### src/rtl/gnc_pkg.sv
`timescale 1ns / 1ps
package gnc_pkg;

  localparam int unsigned RowW  = 8;
  localparam int unsigned ColW  = 8;
  localparam int unsigned AddrW = RowW + ColW;
  localparam int unsigned MaxCols = 1 << ColW;
  localparam int unsigned MaxRows = 1 << RowW;
  localparam int unsigned DimW  = 9;   // grid_width / grid_height registers
  localparam int unsigned WordW = 16;
  localparam int unsigned CntW  = 4;
  localparam int unsigned PcW   = 5;

  localparam logic [DimW-1:0] MaxColsDim = DimW'(MaxCols);
  localparam logic [DimW-1:0] MaxRowsDim = DimW'(MaxRows);

  typedef enum logic [1:0] {
    RegGridWidth  = 2'd0,
    RegGridHeight = 2'd1,
    RegHexPack    = 2'd2,
    RegLiveBits   = 2'd3
  } reg_idx_e;

  typedef enum logic [0:0] {
    CmdWrite = 1'b0,
    CmdQuery = 1'b1
  } cmd_e;

  typedef enum logic [1:0] {
    OpCtr  = 2'd0,  // read the addressed word
    OpNbr  = 2'd1,  // read one neighbor and count it
    OpWr   = 2'd2,  // store the flag word
    OpEmit = 2'd3   // hand the result to the output register
  } op_e;

  typedef enum logic [1:0] {
    JmpNext = 2'd0,
    JmpGoto = 2'd1,
    JmpDisp = 2'd2
  } jmp_e;

  typedef struct packed {
    op_e            op;
    logic [1:0]     dr;      // two's complement row offset
    logic [1:0]     dc;      // two's complement column offset
    logic           hex_adj; // shift column by -1 on even rows
    jmp_e           jmp;
    logic [PcW-1:0] target;
  } ctrl_t;

  typedef struct packed {
    logic pos_valid;
    logic is_write;
    logic hex;
  } seq_status_t;

  localparam logic [PcW-1:0] StepCtr  = PcW'(0);
  localparam logic [PcW-1:0] StepSq   = PcW'(1);
  localparam logic [PcW-1:0] StepHex  = PcW'(9);
  localparam logic [PcW-1:0] StepEmit = PcW'(15);
  localparam logic [PcW-1:0] StepWr   = PcW'(16);

  localparam logic [1:0] OffM1 = 2'b11;
  localparam logic [1:0] Off0  = 2'b00;
  localparam logic [1:0] OffP1 = 2'b01;

  function automatic ctrl_t mk(op_e op, logic [1:0] dr, logic [1:0] dc, logic adj,
                               jmp_e jmp, logic [PcW-1:0] tgt);
    ctrl_t c;
    c.op      = op;
    c.dr      = dr;
    c.dc      = dc;
    c.hex_adj = adj;
    c.jmp     = jmp;
    c.target  = tgt;
    return c;
  endfunction

  // Microprogram: centre read and dispatch, square walk, hex walk, emit, write.
  function automatic ctrl_t prog_rom(logic [PcW-1:0] pc);
    ctrl_t c;
    case (pc)
      StepCtr:          c = mk(OpCtr, Off0, Off0, 1'b0, JmpDisp, StepSq);
      StepSq + 5'd0:    c = mk(OpNbr, OffM1, OffM1, 1'b0, JmpNext, StepCtr);
      StepSq + 5'd1:    c = mk(OpNbr, OffM1, Off0,  1'b0, JmpNext, StepCtr);
      StepSq + 5'd2:    c = mk(OpNbr, OffM1, OffP1, 1'b0, JmpNext, StepCtr);
      StepSq + 5'd3:    c = mk(OpNbr, Off0,  OffM1, 1'b0, JmpNext, StepCtr);
      StepSq + 5'd4:    c = mk(OpNbr, Off0,  OffP1, 1'b0, JmpNext, StepCtr);
      StepSq + 5'd5:    c = mk(OpNbr, OffP1, OffM1, 1'b0, JmpNext, StepCtr);
      StepSq + 5'd6:    c = mk(OpNbr, OffP1, Off0,  1'b0, JmpNext, StepCtr);
      StepSq + 5'd7:    c = mk(OpNbr, OffP1, OffP1, 1'b0, JmpGoto, StepEmit);
      StepHex + 5'd0:   c = mk(OpNbr, OffM1, OffP1, 1'b1, JmpNext, StepCtr);
      StepHex + 5'd1:   c = mk(OpNbr, OffM1, Off0,  1'b1, JmpNext, StepCtr);
      StepHex + 5'd2:   c = mk(OpNbr, OffP1, OffP1, 1'b1, JmpNext, StepCtr);
      StepHex + 5'd3:   c = mk(OpNbr, OffP1, Off0,  1'b1, JmpNext, StepCtr);
      StepHex + 5'd4:   c = mk(OpNbr, Off0,  OffM1, 1'b0, JmpNext, StepCtr);
      StepHex + 5'd5:   c = mk(OpNbr, Off0,  OffP1, 1'b0, JmpNext, StepCtr);
      StepWr:           c = mk(OpWr,  Off0,  Off0,  1'b0, JmpGoto, StepEmit);
      default:          c = mk(OpEmit, Off0, Off0,  1'b0, JmpNext, StepCtr);
    endcase
    return c;
  endfunction

endpackage

### src/rtl/gnc_seq.sv
`timescale 1ns / 1ps
module gnc_seq (
  input  logic                clk_i,
  input  logic                rst_ni,
  input  logic                start_i,
  input  gnc_pkg::seq_status_t status_i,
  input  logic                emit_go_i,
  output logic                busy_o,
  output gnc_pkg::ctrl_t      ctrl_o
);

  logic                     busy_q, busy_d;
  logic [gnc_pkg::PcW-1:0]  pc_q, pc_d;

  assign ctrl_o = gnc_pkg::prog_rom(pc_q);
  assign busy_o = busy_q;

  always_comb begin
    busy_d = busy_q;
    pc_d   = pc_q;
    if (!busy_q) begin
      if (start_i) begin
        busy_d = 1'b1;
        pc_d   = gnc_pkg::StepCtr;
      end
    end else if (ctrl_o.op == gnc_pkg::OpEmit) begin
      // hold here until the output register frees up
      if (emit_go_i) begin
        busy_d = 1'b0;
      end
    end else begin
      unique case (ctrl_o.jmp)
        gnc_pkg::JmpGoto: pc_d = ctrl_o.target;
        gnc_pkg::JmpDisp: begin
          if (!status_i.pos_valid) begin
            pc_d = gnc_pkg::StepEmit;
          end else if (status_i.is_write) begin
            pc_d = gnc_pkg::StepWr;
          end else if (status_i.hex) begin
            pc_d = gnc_pkg::StepHex;
          end else begin
            pc_d = gnc_pkg::StepSq;
          end
        end
        default: pc_d = pc_q + gnc_pkg::PcW'(1);
      endcase
    end
  end

  always_ff @(posedge clk_i or negedge rst_ni) begin
    if (!rst_ni) begin
      busy_q <= 1'b0;
      pc_q   <= gnc_pkg::StepCtr;
    end else begin
      busy_q <= busy_d;
      pc_q   <= pc_d;
    end
  end

endmodule

### config.mk
export PLATFORM = sky130hd
export DESIGN_NAME = gnc_seq
export DESIGN_NICKNAME = d
export VERILOG_FILES = /design/src/rtl/gnc_pkg.sv /design/src/rtl/gnc_seq.sv
export SDC_FILE = /design/constraint.sdc
export NUM_CORES = 1
export LEC_CHECK = 0
export ABC_AREA = 1
export BUFFER_PORTS_ARGS = -buffer_cell sky130_fd_sc_hd__buf_2
export CORE_MARGIN = 2
export CORE_UTILIZATION = 50
export CTS_CLUSTER_SIZE = 8
export DETAILED_ROUTE_END_ITERATION = 12
export GPL_TIMING_DRIVEN = 0
export PLACE_DENSITY = 0.76
export RECOVER_POWER = 50
export SLEW_MARGIN = 20
export SYNTH_ARGS = -nofsm -noshare
export SYNTH_HDL_FRONTEND = slang
export SYNTH_SLANG_ARGS = --single-unit
### constraint.sdc
create_clock -name clk_i -period 2.8 [get_ports clk_i]
set_clock_uncertainty 0.2 [all_clocks]
set_input_delay 0.14 -clock clk_i [delete_from_list [all_inputs] [get_ports clk_i]]
set_output_delay 0.14 -clock clk_i [all_outputs]
set_load 0.005 [all_outputs]
* Yosys cells after proc, flatten, opt, wreduce, memory -nomap -nowiden
Memory sizes are Yosys's and may differ from the RTL's.
Cells that the tools add are included.
** Storage, ports and cells
- Flip-flop bits (word level) :: 6
- ROM bits :: 416
- Bits of input ports :: 7
- Output and inout port bits :: 15
- Word-level logic and storage cells :: 21
- Memories :: 1
** Cells by class
- Add/sub/neg operators :: 1
- Equality and inequality tests :: 4
- Multiplexer cells :: 11
- Reduce and logical (&&, ||, !) cells :: 2
** Memory list
- (no name shown) :: depth 32, bits a word 13, read ports 1, clocked after memory_dff 0, wr ports 0, line gnc_pkg.sv:82 : case (pc)
** Operators with widths (number)
- two-way mux 5 bit :: 5
- one-hot mux 5 bit (2 select lines) :: 1
- adder 5 x 1 -> 5 bit (second input constant) :: 1
- equality test 2 bit (second input constant) :: 2
- two-way mux 1 bit :: 4
- two-way mux 4 bit :: 1
- equality test 2 x 1 -> 1 bit (second input constant) :: 1
- != test 2 bit (second input constant) :: 1
- AND reduction 2 bit :: 1
- nonzero test 2 bit :: 1

* Logic depth before layout (Yosys ltp)
- Word-level depth :: 6
- Gate-level depth with buffers :: 14
- Mapped depth without buffers :: 14

* Worst setup path before layout
OpenSTA, ideal clock, no wires.
- Path type :: register to register
- Start :: register pc_q[0] (netlist bit)
- End :: register pc_q[1] (netlist bit)
- Library setup time :: 0.118 ns
- Arrival time :: 2.004 ns
- Data required time :: 2.482 ns
- Path slack :: 0.478 ns
- Stages on the path, launching flop included :: 13
- Path buffers :: 1
- Period minus slack after synthesis :: 2.322 ns
- Cells stage by stage :: dfrtp_1 inv_1 ha_1 inv_1 nor2_1 nand2_1 nor2_1 ha_1 clkbuf_2 nor2_1 o21ai_0 nand3_1 nand2_1
** RTL lines
- start, declared :: line gnc_seq.sv:13 : logic [gnc_pkg::PcW-1:0] pc_q, pc_d;
- start signal, assigned :: line gnc_seq.sv:53 : pc_q <= gnc_pkg::StepCtr;
- start signal, assigned :: line gnc_seq.sv:56 : pc_q <= pc_d;

* Worst setup path in the final report
- Start :: register pc_q[0] (netlist bit)
- End :: register pc_q[1] (netlist bit)
** On the way
- Cells in the longest elaborated chain, start to end :: 5
- Elaborated cells on any way between the ends :: 10
- Classes of those cells :: add/sub (1); eq/ne (4); mux (3); reduce/logical (1); memory (1)
** RTL lines
- memory read (32 x 13 bit)
- equality test 2 bit / equality test 2 x 1 -> 1 bit (equally long branches) :: line gnc_seq.sv:32 : unique case (ctrl_o.jmp)
- one-hot mux 5 bit (2 select lines) :: line gnc_seq.sv:32
- two-way mux 5 bit :: line gnc_seq.sv:26 : end else if (ctrl_o.op == gnc_pkg::OpEmit) begin
- two-way mux 5 bit :: line gnc_seq.sv:21 : if (!busy_q) begin
Several ways; a longest one is shown, not always the timed one. The select of a mux whose other input is x is not followed.
A chain may end at the register's enable or synchronous reset.

==> impl_metrics.py <==
metrics = {
    "final_layout": {
        "num_antenna_cells": 0,
        "fill_cells": 140,
        "fin_nets": 150,
        "area_delta_synth_final_pct": 19.73,
        "drive_above_1_share_pct": 27.82,
    },
    "yosys": {
        "synth_cell_types": 24,
        "synth-edff-count": 0,
        "avgSynthCellArea_um2": 6.754,
        "syn_area_um2": 729.5,
        "yosysTopAreaCell": "dfrtp_1",
        "synth_warnings": 0,
        "synth-async-reset-ratio_pct": 100.0,
        "ys.flop_type": "dfrtp_1",
        "ys_top_cells_by_area": "dfrtp_1 21%, ha_1 14%, nand2_1 12%",
        "yosysTopAreaCellShare_pct": 20.58,
        "synth_seq_cells": 6,
        "netlist_instances": 108,
        "seq_area_frac_synth_pct": 20.58,
        "synth_nets": 123,
    },
    "power_and_ir_drop": {
        "irDropWorstVdd_uv": 778.3,
        "pwr-share-clk_pct": 6.9,
        "p_sw_share_pct": 52.22,
        "p_per_area_mw_per_mm2": 1282,
        "leakagePower_uw": 0.0005185,
        "p_switching_uw": 584.6,
        "share_comb_of_total_power_pct": 74.9,
        "pwr-share-seq_pct": 18.2,
        "intPower_uw": 534.8,
    },
    "global_route": {
        "antenna_found_initial": 0,
        "grt_pass1_wl_um": 2573,
        "grt_overflow": 0,
        "grt_start_max_net_pins": 11,
        "grt_pass1_vias": 635,
        "grt_usage_pct": 18.53,
    },
    "routing": {
        "routed_wl_um": 1503,
        "drt_iter0_drc": 9,
        "ant_nets": 0,
        "wl_per_cell_um": 10.16,
        "viasPerCell": 4.919,
        "drc": 0,
        "vias": 728,
        "first_pass_iters": 4,
    },
    "timing": {
        "finalSetupViolCount": 0,
        "clock.fmax_ghz": 0.4003,
        "finalMaxSlewViolations": 0,
        "tns_ps": 0,
        "finalCriticalPeriod_ps": 2498,
        "hold_violations": 0,
        "hold_slack_ps": 67.63,
        "post-route-period-util_pct": 89.21,
        "rsz0062_at_grt": "no",
    },
    "placement": {
        "hpwlAfterDp_um": 1176,
        "io_buffers": 20,
        "place_congestion": 0.8657,
    },
    "floorplan": {
        "die_y_um": 42.20,
        "die_w_um": 42.20,
        "core-area_mm2": 0.001334,
        "core.rowCount": 13,
        "start_util_pct": 54.69,
        "ios": 22,
        "dieArea_mm2": 0.001780,
    },
    "min_path": {
        "hp-start": "start_i",
        "hold_depth": 3,
        "hold_class": "input port to flop",
        "holdPathEnd": "busy_o$_DFF_PN0_",
    },
    "clocking": {
        "worstSkewPairLatency_ps": 250,
        "postCtsSetupBuffers": 0,
        "cts.htree.levels": 1,
        "cts_buffers": 3,
        "clockBufferDepth": 2,
        "cts_root_buffer": "clkbuf_4",
        "clk_pin_slew_ps": 40,
        "cts_num_sinks": 6,
        "tritoncts": "done",
    },
    "setup_path": {
        "rrSetupSlack_ps": 300,
        "start_kind": "flop",
        "arrival_ps": 2430,
        "cp_max_fo": 8,
        "r2r_cells": 12,
        "crit_type": "flop to flop",
        "cp-end-kind": "flop",
        "crit_required_ps": 2730,
        "r2r-end": "pc_q[1]$_DFFE_PN0P_",
        "r2r-start": "pc_q[0]$_DFFE_PN0P_",
    },
    "outcome": {
        "outcome": "completed",
    },
    "flow_run": {
        "max_cap_violations": 0,
    },
}
[layer usage]
layer | wire [um] | vias up | global-route usage (%)
met3 | 63 | 4 | 5.172
met4 | 21 | 0 | 6.875
met5 | 0 | - | 0
met2 | 682 | 17 | 28.62
li1 | - | 394 | -
met1 | 737 | 313 | 24.41
[registers in the layout, summed over array words and instances (netlist names)]
register  count
pc_q          5
busy_o        1
[how the worst max path moves through the flow]
stage	from	to	slack, ps	cells after the start
2_1_floorplan	pc_q[0]$_DFFE_PN0P_	pc_q[1]$_DFFE_PN0P_	480	12
3_3_place_gp	pc_q[0]$_DFFE_PN0P_	pc_q[1]$_DFFE_PN0P_	240	12
3_5_place_dp	pc_q[0]$_DFFE_PN0P_	pc_q[1]$_DFFE_PN0P_	210	12
4_1_cts	pc_q[0]$_DFFE_PN0P_	pc_q[1]$_DFFE_PN0P_	200	12
5_1_grt	pc_q[0]$_DFFE_PN0P_	pc_q[1]$_DFFE_PN0P_	40	12
6_report	pc_q[0]$_DFFE_PN0P_	pc_q[1]$_DFFE_PN0P_	300	12
[final cells by class]
cell class,count,area [um2],area share [%]
clock buffers,3,22.52,2.579
well taps,15,18.77,2.149
multi-input cells,78,440.4,50.43
repair buffers,22,117.6,13.47
plain buffers,7,57.56,6.590
inverters,17,66.31,7.593
flip-flops and latches,6,150.1,17.19
[worst max-delay path, stage by stage (launching register included)]
cell and delay, ps:
dfrtp_1 450, inv_1 180, ha_1 170, inv_1 50
nor2_1 170, nand2_1 110, nor2_2 200, ha_1 270
clkbuf_2 170, nor2_1 130, o21ai_0 130, nand3_1 100
nand2_1 50
[stage by stage]
step	area [um2]	worst slack [ps]	power [uW]	util (%)	std cells
global placement	848.3	242.4	1058	63.60	143
finish	873.3	302.0	1119	65.48	148
floorplan	729.5	478.3	835.3	-	108
global route	873.3	42.64	1259	65.48	148
detailed placement	848.3	213.1	1068	63.60	143
CTS	890.9	196.3	1154	66.79	148
[synth_stat cells, types with 2 or more instances]
cell and count:
nand2_1 23, nand3_1 16, inv_1 12, ha_1 8, nor2_1 7, dfrtp_1 6, a21oi_1 5, buf_4 4
nand2_4 4, inv_2 3, o211ai_1 3, o21ai_1 3, buf_6 2, o21ai_0 2
[layout by cell type, fill, tap and decap left out, drive strengths merged]
master / count
nand4: 1
clkbuf: 7
clkinv: 1
buf: 23
dfrtp: 6
ha: 8
dlygate4sd3: 2
conb: 1
inv: 16
o211ai: 3
nor2: 8
o21ai: 5
nand3: 17
a21oi: 5
nor3: 1
o21bai: 1
nand2: 28
[kinds of logic (layout without fill, tap and decap cells)]
| family | Yosys count | after routing | synth area share, % |
|---|---|---|---|
| fa+ha+maj | 8 | 8 | 13.72 |
| simple gates | 55 | 55 | 37.22 |
| buf+inv | 24 | 49 | 16.98 |
| flops | 6 | 6 | 20.58 |
| other cells | 1 | 1 | 0.5141 |
| compound gates | 14 | 14 | 10.98 |
[timing repair]
item | in CTS | in global routing
resized for setup | 0 | 1
endpoints found under the setup margin | 0 | 2
hold buffers | 2 | 0
endpoints found under the hold margin | 7 | 0
[power groups by stage]
| stage | Combinational (uW) | Sequential (uW) | Clock (uW) |
|---|---|---|---|
| after floorplan | 645 | 190 | 0 |
| after global placement | 851 | 207 | 0 |
| after detailed placement | 861 | 207 | 0 |
| after CTS | 867 | 207 | 80.8 |
| after global routing | 960 | 213 | 85.6 |
| final | 838 | 203 | 77.8 |
Power figures use the tool's default switching activity.
